## config.mk

```make
export PLATFORM = sky130hd
export DESIGN_NAME = uart_isp_reboot_pattern_detector_flat
export DESIGN_NICKNAME = d
export VERILOG_FILES = /design/src/hw/rtl/urpd_pkg.sv /design/src/hw/rtl/urpd_in_if.sv /design/src/hw/rtl/urpd_out_if.sv /design/src/hw/rtl/urpd_cfg_if.sv /design/src/hw/rtl/uart_isp_reboot_pattern_detector.sv /design/src/flat_wrapper.sv
export SDC_FILE = /design/constraint.sdc
export NUM_CORES = 1
export LEC_CHECK = 0
export ABC_AREA = 0
export BUFFER_PORTS_ARGS = -buffer_cell sky130_fd_sc_hd__buf_2
export CAP_MARGIN = 10
export CORE_ASPECT_RATIO = 0.7
export CORE_MARGIN = 2
export CORE_UTILIZATION = 46
export DETAILED_ROUTE_END_ITERATION = 6
export PLACE_DENSITY = 0.71
export RECOVER_POWER = 25
export SYNTH_ARGS = -nofsm -noshare
export SYNTH_HDL_FRONTEND = slang
export SYNTH_SLANG_ARGS = --single-unit
```

## constraint.sdc

```tcl
create_clock -name clk -period 9.3 [get_ports clk]
set_input_delay 0.93 -clock clk [delete_from_list [all_inputs] [get_ports clk]]
set_output_delay 0.93 -clock clk [all_outputs]
set_load 0.005 [all_outputs]
```

## src/hw/rtl/urpd_pkg.sv

```systemverilog
// ----------------------------------------------------------------------------
// urpd_pkg: shared definitions for the reboot pattern detector
// Field widths, sync byte codes, baud constants and the baud switch codes.
// ----------------------------------------------------------------------------
package urpd_pkg;

    localparam int BAUD_W  = 22;
    localparam int BYTE_W  = 8;
    localparam int SYNC_W  = 8;
    localparam int OTHER_W = 3;

    typedef logic [BAUD_W-1:0]  baud_t;
    typedef logic [BYTE_W-1:0]  byte_t;
    typedef logic [SYNC_W-1:0]  sync_cnt_t;
    typedef logic [OTHER_W-1:0] other_cnt_t;

    typedef enum logic [1:0] {
        SW_NONE    = 2'd0,
        SW_DROP    = 2'd1,
        SW_RESTORE = 2'd2
    } baud_switch_t;

    localparam byte_t SYNC_7F = 8'h7F;
    localparam byte_t SYNC_FE = 8'hFE;
    localparam byte_t SYNC_F8 = 8'hF8;
    localparam byte_t SYNC_E0 = 8'hE0;
    localparam byte_t SYNC_80 = 8'h80;
    localparam byte_t SYNC_00 = 8'h00;

    localparam baud_t BAUD_2400  = 22'd2400;
    localparam baud_t BAUD_4800  = 22'd4800;
    localparam baud_t BAUD_9600  = 22'd9600;
    localparam baud_t BAUD_14400 = 22'd14400;
    localparam baud_t BAUD_19200 = 22'd19200;
    localparam baud_t BAUD_RESET = BAUD_9600;

    localparam sync_cnt_t  SYNC_THRESH_7F = 8'd20;
    localparam sync_cnt_t  SYNC_THRESH    = 8'd30;
    localparam other_cnt_t OTHER_LIMIT    = 3'd4;

endpackage

```

## src/hw/rtl/urpd_in_if.sv

```systemverilog
// ----------------------------------------------------------------------------
// urpd_in_if: received byte channel
// Carries one received byte request with a valid and ready handshake.
// ----------------------------------------------------------------------------
interface urpd_in_if;
    logic                 valid;
    logic                 ready;
    logic                 byte_received;
    urpd_pkg::byte_t      rx_byte;

    modport source (output valid, output byte_received, output rx_byte, input ready);
    modport sink   (input valid, input byte_received, input rx_byte, output ready);
endinterface

```

## src/hw/rtl/urpd_out_if.sv

```systemverilog
// ----------------------------------------------------------------------------
// urpd_out_if: result channel
// Carries the reboot request, baud switch code and baud rate for each byte.
// ----------------------------------------------------------------------------
interface urpd_out_if;
    logic                   valid;
    logic                   ready;
    logic                   reboot_request;
    urpd_pkg::baud_switch_t baud_switch;
    urpd_pkg::baud_t        uart_baud_now;

    modport source (output valid, output reboot_request, output baud_switch,
                    output uart_baud_now, input ready);
    modport sink   (input valid, input reboot_request, input baud_switch,
                    input uart_baud_now, output ready);
endinterface

```

## src/hw/rtl/urpd_cfg_if.sv

```systemverilog
// ----------------------------------------------------------------------------
// urpd_cfg_if: configuration write channel
// Carries a write of the initial baud register with a valid and ready handshake.
// ----------------------------------------------------------------------------
interface urpd_cfg_if;
    logic            valid;
    logic            ready;
    urpd_pkg::baud_t initial_baud;

    modport source (output valid, output initial_baud, input ready);
    modport sink   (input valid, input initial_baud, output ready);
endinterface

```

## src/hw/rtl/uart_isp_reboot_pattern_detector.sv

```systemverilog
// ----------------------------------------------------------------------------
// uart_isp_reboot_pattern_detector: boot loader sync flood detector
// Counts programmer sync bytes, requests a reboot when the sync count reaches the
// threshold for the byte and baud rate, and reports baud drops and restores.
// ----------------------------------------------------------------------------
// The block takes one byte request per clock cycle while the result side is not
// stalled: the byte lands in an input register, and a single pass of logic
// updates the counts and baud state while it loads the result register.
// A byte request is still accepted while a result waits to be taken, as long
// as the input register is free. A write of initial_baud loads the current baud
// rate and is always accepted; the user must make it only while the block is
// idle, and the block itself does not enforce this.
module uart_isp_reboot_pattern_detector (
    input  logic clk,
    input  logic rst_n,
    urpd_in_if.sink    item_in,
    urpd_out_if.source result,
    urpd_cfg_if.sink   cfg
);
    import urpd_pkg::*;

    logic         in_valid_reg, in_valid_next;
    logic         byte_received_reg;
    byte_t        rx_byte_reg;
    logic         out_valid_reg, out_valid_next;
    logic         reboot_request_reg;
    baud_switch_t baud_switch_reg;
    baud_t        uart_baud_now_reg;

    sync_cnt_t    sync_count_reg, sync_count_next;
    other_cnt_t   other_count_reg, other_count_next;
    baud_t        saved_baud_reg, saved_baud_next;
    baud_t        current_baud_reg, current_baud_next;
    logic         req_next;
    baud_switch_t sw_next;

    logic in_accept;
    logic advance;
    logic high_baud;
    logic match;

    assign advance   = in_valid_reg && (!out_valid_reg || result.ready);
    assign item_in.ready = !in_valid_reg || advance;
    assign in_accept = item_in.valid && item_in.ready;
    assign cfg.ready = 1'b1;

    assign result.valid          = out_valid_reg;
    assign result.reboot_request = reboot_request_reg;
    assign result.baud_switch    = baud_switch_reg;
    assign result.uart_baud_now  = uart_baud_now_reg;

    always_comb
    begin
        in_valid_next = in_valid_reg;
        if (in_accept)
        begin
            in_valid_next = 1'b1;
        end
        else if (advance)
        begin
            in_valid_next = 1'b0;
        end

        out_valid_next = out_valid_reg;
        if (advance)
        begin
            out_valid_next = 1'b1;
        end
        else if (result.ready)
        begin
            out_valid_next = 1'b0;
        end
    end

    assign high_baud = current_baud_reg > BAUD_19200;
    assign match = (rx_byte_reg inside {SYNC_7F, SYNC_80, SYNC_E0, SYNC_F8, SYNC_FE}) ||
                   ((rx_byte_reg == SYNC_00) && high_baud);

    always_comb
    begin
        sync_count_next   = sync_count_reg;
        other_count_next  = other_count_reg;
        saved_baud_next   = saved_baud_reg;
        current_baud_next = current_baud_reg;
        req_next          = 1'b0;
        sw_next           = SW_NONE;

        if (byte_received_reg)
        begin
            if (match)
            begin
                sync_count_next = sync_count_reg + 8'd1;
            end
            else
            begin
                other_count_next = other_count_reg + 3'd1;
            end

            if (other_count_next >= OTHER_LIMIT)
            begin
                other_count_next = '0;
                sync_count_next  = '0;
                if ((saved_baud_reg != '0) && (current_baud_reg == BAUD_2400))
                begin
                    current_baud_next = saved_baud_reg;
                    saved_baud_next   = '0;
                    sw_next           = SW_RESTORE;
                end
            end

            if ((sync_count_next >= SYNC_THRESH_7F) && (rx_byte_reg == SYNC_7F))
            begin
                req_next = 1'b1;
            end
            else if ((sync_count_next >= SYNC_THRESH) && (rx_byte_reg == SYNC_FE) &&
                     (current_baud_next == BAUD_4800))
            begin
                req_next = 1'b1;
            end
            else if ((sync_count_next >= SYNC_THRESH) && (rx_byte_reg == SYNC_F8) &&
                     (current_baud_next == BAUD_9600))
            begin
                req_next = 1'b1;
            end
            else if ((sync_count_next >= SYNC_THRESH) && (rx_byte_reg == SYNC_E0) &&
                     (current_baud_next == BAUD_14400))
            begin
                req_next = 1'b1;
            end
            else if ((sync_count_next >= SYNC_THRESH) && (rx_byte_reg == SYNC_80) &&
                     (current_baud_next == BAUD_19200))
            begin
                req_next = 1'b1;
            end
            else if ((sync_count_next >= SYNC_THRESH) && (rx_byte_reg == SYNC_00) &&
                     (current_baud_next > BAUD_19200))
            begin
                saved_baud_next   = current_baud_next;
                current_baud_next = BAUD_2400;
                sync_count_next   = '0;
                other_count_next  = '0;
                sw_next           = SW_DROP;
            end
        end
    end

    always_ff @(posedge clk or negedge rst_n)
    begin
        if (!rst_n)
        begin
            in_valid_reg     <= 1'b0;
            out_valid_reg    <= 1'b0;
            sync_count_reg   <= '0;
            other_count_reg  <= '0;
            saved_baud_reg   <= '0;
            current_baud_reg <= BAUD_RESET;
        end
        else
        begin
            in_valid_reg  <= in_valid_next;
            out_valid_reg <= out_valid_next;
            if (advance)
            begin
                sync_count_reg   <= sync_count_next;
                other_count_reg  <= other_count_next;
                saved_baud_reg   <= saved_baud_next;
                current_baud_reg <= current_baud_next;
            end
            else if (cfg.valid)
            begin
                current_baud_reg <= cfg.initial_baud;
            end
        end
    end

    always_ff @(posedge clk)
    begin
        if (in_accept)
        begin
            byte_received_reg <= item_in.byte_received;
            rx_byte_reg       <= item_in.rx_byte;
        end
        if (advance)
        begin
            reboot_request_reg <= req_next;
            baud_switch_reg    <= sw_next;
            uart_baud_now_reg  <= current_baud_next;
        end
    end

    // The input register only refuses a request while a result is stalled.
    a_ready_stall: assert property (@(posedge clk) disable iff (!rst_n)
        !item_in.ready |-> (in_valid_reg && out_valid_reg && !result.ready))
        else $error("input refused without a stalled result");

    // The count of other bytes is cleared before it can reach four.
    a_other_range: assert property (@(posedge clk) disable iff (!rst_n)
        other_count_reg < OTHER_LIMIT)
        else $error("other byte count out of range");

    // A reboot request never comes with a baud drop or restore.
    a_req_no_switch: assert property (@(posedge clk) disable iff (!rst_n)
        (out_valid_reg && reboot_request_reg) |-> (baud_switch_reg == SW_NONE))
        else $error("reboot request with a baud switch");

    // A baud drop reports 2400 and leaves the old rate saved.
    a_drop_baud: assert property (@(posedge clk) disable iff (!rst_n)
        $rose(out_valid_reg) && (baud_switch_reg == SW_DROP) |->
        (uart_baud_now_reg == BAUD_2400) && (current_baud_reg == BAUD_2400) &&
        (saved_baud_reg != '0))
        else $error("baud drop state inconsistent");

endmodule

```

## src/flat_wrapper.sv

```systemverilog
// flat-port wrapper written by rule: the top's interface ports become plain ports
module uart_isp_reboot_pattern_detector_flat import urpd_pkg::*;
  (clk, rst_n, item_in_valid, item_in_byte_received, item_in_rx_byte, item_in_ready, result_valid, result_reboot_request, result_baud_switch, result_uart_baud_now, result_ready, cfg_valid, cfg_initial_baud, cfg_ready);
  urpd_in_if item_in_i ();
  urpd_out_if result_i ();
  urpd_cfg_if cfg_i ();
  input  logic clk;
  input  logic rst_n;
  input wire logic [$bits(item_in_i.valid)-1:0] item_in_valid;
  input wire logic [$bits(item_in_i.byte_received)-1:0] item_in_byte_received;
  input wire logic [$bits(item_in_i.rx_byte)-1:0] item_in_rx_byte;
  output wire logic [$bits(item_in_i.ready)-1:0] item_in_ready;
  output wire logic [$bits(result_i.valid)-1:0] result_valid;
  output wire logic [$bits(result_i.reboot_request)-1:0] result_reboot_request;
  output wire logic [$bits(result_i.baud_switch)-1:0] result_baud_switch;
  output wire logic [$bits(result_i.uart_baud_now)-1:0] result_uart_baud_now;
  input wire logic [$bits(result_i.ready)-1:0] result_ready;
  input wire logic [$bits(cfg_i.valid)-1:0] cfg_valid;
  input wire logic [$bits(cfg_i.initial_baud)-1:0] cfg_initial_baud;
  output wire logic [$bits(cfg_i.ready)-1:0] cfg_ready;
  assign item_in_i.valid = item_in_valid;
  assign item_in_i.byte_received = item_in_byte_received;
  assign item_in_i.rx_byte = item_in_rx_byte;
  assign item_in_ready = item_in_i.ready;
  assign result_valid = result_i.valid;
  assign result_reboot_request = result_i.reboot_request;
  assign result_baud_switch = result_i.baud_switch;
  assign result_uart_baud_now = result_i.uart_baud_now;
  assign result_i.ready = result_ready;
  assign cfg_i.valid = cfg_valid;
  assign cfg_i.initial_baud = cfg_initial_baud;
  assign cfg_ready = cfg_i.ready;
  uart_isp_reboot_pattern_detector u_core (.clk(clk), .rst_n(rst_n), .item_in(item_in_i), .result(result_i), .cfg(cfg_i));
endmodule
```

==> reports/metrics.yaml <==
sta:
  drv_slew: 58
  timing.max_slew.rel_slack: -1.082
  achievable-frequency_mhz: 217.8
  timing.final.crit_period_ns: 4.591
  tightest_slew_ns: 3.123
  grt_setup_unrepaired: "no"
  final.setup.worst_slack_ns: 4.709
  finalSetupTns_ns: 0
  setup_viol: 0
  min_period_over_period: 0.4937
  finClkSkew_ns: 0.009397
  finalHoldViolCount: 0
yosys:
  most_numerous_cell_in_the_yosys_netlist: "nor2_1"
  postSynthRegisterBits: 91
  seq_area_frac_synth: 0.4873
  synth-warning-count: 0
  async_set_or_reset_flop_fraction_in_the_synthesized_netlist: 0.6264
  synth.area.top_cells: "dfrtp_1, edfxtp_1, nor2_1"
  synthesis.area_per_instance_sq_um: 9.459
  number_of_enable_flip_flop_cells_after_synthesis: 34
  synth_top_area_frac: 0.2636
  synth_fp_nets: 570
  synth_cells: 532
  synthTopCellsByCount: "nor2_1, dfrtp_1, a21oi_1, nand2_1, edfxtp_1"
  post_synth_instance_area_sq_um: 5032
  synthDominantAreaCellType: "dfrtp_1"
  postSynth.topFlopCell: "dfrtp_1"
  post_synth_cell_types: 81
worst_setup_path:
  path_cells: "or4_1, or3_1, o31ai_4, o221a_2, a21oi_2, buf_4, a32oi_1, o21bai_1, o311ai_2, nor2_2, nor2_1, a221oi_2"
  cpLargestDelayFamily: "simple AND/OR/NAND/NOR gates"
  cp_slowest_cell: "nor2_2"
  path_max_fanout: 29
  worst-setup-path-type: "register to register"
  worst_path_arrival_time_ns: 4.85
  worst_setup_path_start_kind: "register"
  critical_path_required_ns: 9.55
  cp.buffers_inverters: 1
  timing.critical_path.to_type: "register"
  slowest_delay_ns: 0.88
route:
  drt_drc_violations_left: 0
  vias: 4529
  drt-total-wl_mm: 13.64
  routedWlPerCell_um: 18.71
  detail_route.first_pass.iterations: 5
  post_drt_antenna_nets: 0
  detailedRoute.firstIterationViolations: 507
  post_drt_via_cell_ratio: 6.213
power:
  pwr_density_cell_nw_per_um2: 194.7
  leakagePower_nw: 2.242
  irDropWorstVdd_mv: 0.1021
floorplanning:
  fp.coreArea_sq_um: 10510
  die-width_um: 129.0
  die_height_um: 91.51
  initial_utilization: 0.4788
  io-pin-count: 64
  floorplan.die_area_sq_um: 11810
  std_cell_rows: 31
grt:
  number_of_antenna_violations_at_the_first_check_in_global_routing: 1
  grt_pass1_vias: 4221
  grt_pass1_wl_mm: 22.09
  grt_start_max_net_pins: 58
  total_congestion_overflow_after_global_routing: 0
  grtUsageTotal: 0.2389
clock_tree:
  tritoncts_num_sinks: 91
  cts_inserted_buffers: 9
  cts_buffer_depth: 2
  htree_num_levels: 3
  tritoncts: "yes"
  cts_setup_buffers: 0
  post_cts_resize_count: 0
  cts_stage_hold_buffer_count: 0
  worst_setup_hold_path_clk_slew_ns: 0.07
  cts.root.buffer_cell: "clkbuf_16"
  clock_latency_ns: 0.34
placement:
  pre_cts_ws_ns: 4.807
  place.port_buffers: 62
  place.gp.congestion: 0.9705
  dp.final_hpwl_mm: 9.447
cells_and_area:
  layout_cells_sized_above_1: 0.1897
  final_net_count: 613
  nFillCells: 967
  flow.area_growth_from_synthesis_pct: 14.69
  core_util_final: 0.5491
worst_hold_path:
  min_path_type: "register to register"
outcome:
  violations: "capacitance limit, slew limit"
  outcome: "complete, but fails checks"
flow_run:
  max_cap_viol_count: 1
[path summary, 6_finish.rpt]
kind	startpoint	endpoint	slack [ns]	cells past startpoint
min in group asynchronous	rst_n	u_core.other_count_reg[0]	1.71	2
max reg2reg	u_core.current_baud_reg[21]	u_core.saved_baud_reg[7]	4.71	12
max	u_core.current_baud_reg[21]	u_core.saved_baud_reg[7]	4.71	12
min reg2reg	u_core.other_count_reg[1]	u_core.other_count_reg[1]	0.51	1
min	u_core.other_count_reg[1]	u_core.other_count_reg[1]	0.51	1
max in group asynchronous	rst_n	u_core.result.valid	5.79	2
[layout make-up]
class                   instances  area [sq um]  share of cell area
flip-flops and latches         91          2452              0.4249
clock inverters                 6         115.1             0.01994
clock buffers                  10         250.2             0.04336
multi-input cells             394          2366              0.4099
inverters                       9         33.78            0.005853
well taps                     148         185.2             0.03208
diodes                          1         2.502           0.0004336
repair buffers                 70         366.6             0.06352
[layer usage]
layer	vias up	wire (um)	track usage
met5	-	0	0
met4	0	137	0.06793
met3	15	1337	0.05775
met2	235	5658	0.3250
met1	2201	6502	0.3730
li1	2078	-	-
[per-stage QoR]
step	hold slack [ns]	total power, W	area, sq um	std cells
final	0.5099	0.001124	5772	729
after CTS	0.5101	0.001127	5773	728
after global routing	0.5418	0.001169	5769	728
after floorplan	0.4572	0.0006183	5032	532
after global placement	0.4744	0.0006784	5408	712
after detailed placement	0.4943	0.0006859	5408	712
[worst register-to-register path, stage by stage, from the launching register on]
cell	delay (ns)
dfrtp_1	0.40
or4_1	0.56
or3_1	0.45
o31ai_4	0.44
o221a_2	0.33
a21oi_2	0.06
buf_4	0.24
a32oi_1	0.43
o21bai_1	0.24
o311ai_2	0.14
nor2_2	0.89
nor2_1	0.10
a221oi_2	0.21
[placed cells by master, fill, tap and decap left out, types with 9 or more instances in the layout]
master / instances
nor2_1: 76
buf_2: 62
dfrtp_1: 53
a21oi_1: 46
nand2_1: 42
edfxtp_1: 34
o22ai_1: 21
o21ai_1: 18
o21ai_0: 17
a22oi_1: 14
nand3_1: 12
clkbuf_16: 10
and3_1: 9
[cell families after synthesis]
logic type,Yosys count,synth area share
buffers and inverters,47,0.04252
flip-flops,91,0.4873
AO/OA/AOI/OAI,179,0.2489
AND/OR/NAND/NOR,205,0.2021
multiplexers,4,0.008205
adder cells (fa/ha/maj),2,0.004972
other,1,0.0007452
XOR/XNOR,3,0.005222
[report_power, final]
part,switching (W),internal (W),total [W]
Sequential,0.0000538,0.000464,0.000518
Clock,0.000160,0.000281,0.000441
Combinational,0.0000953,0.0000692,0.000164
(Power assumes the default switching activity.)
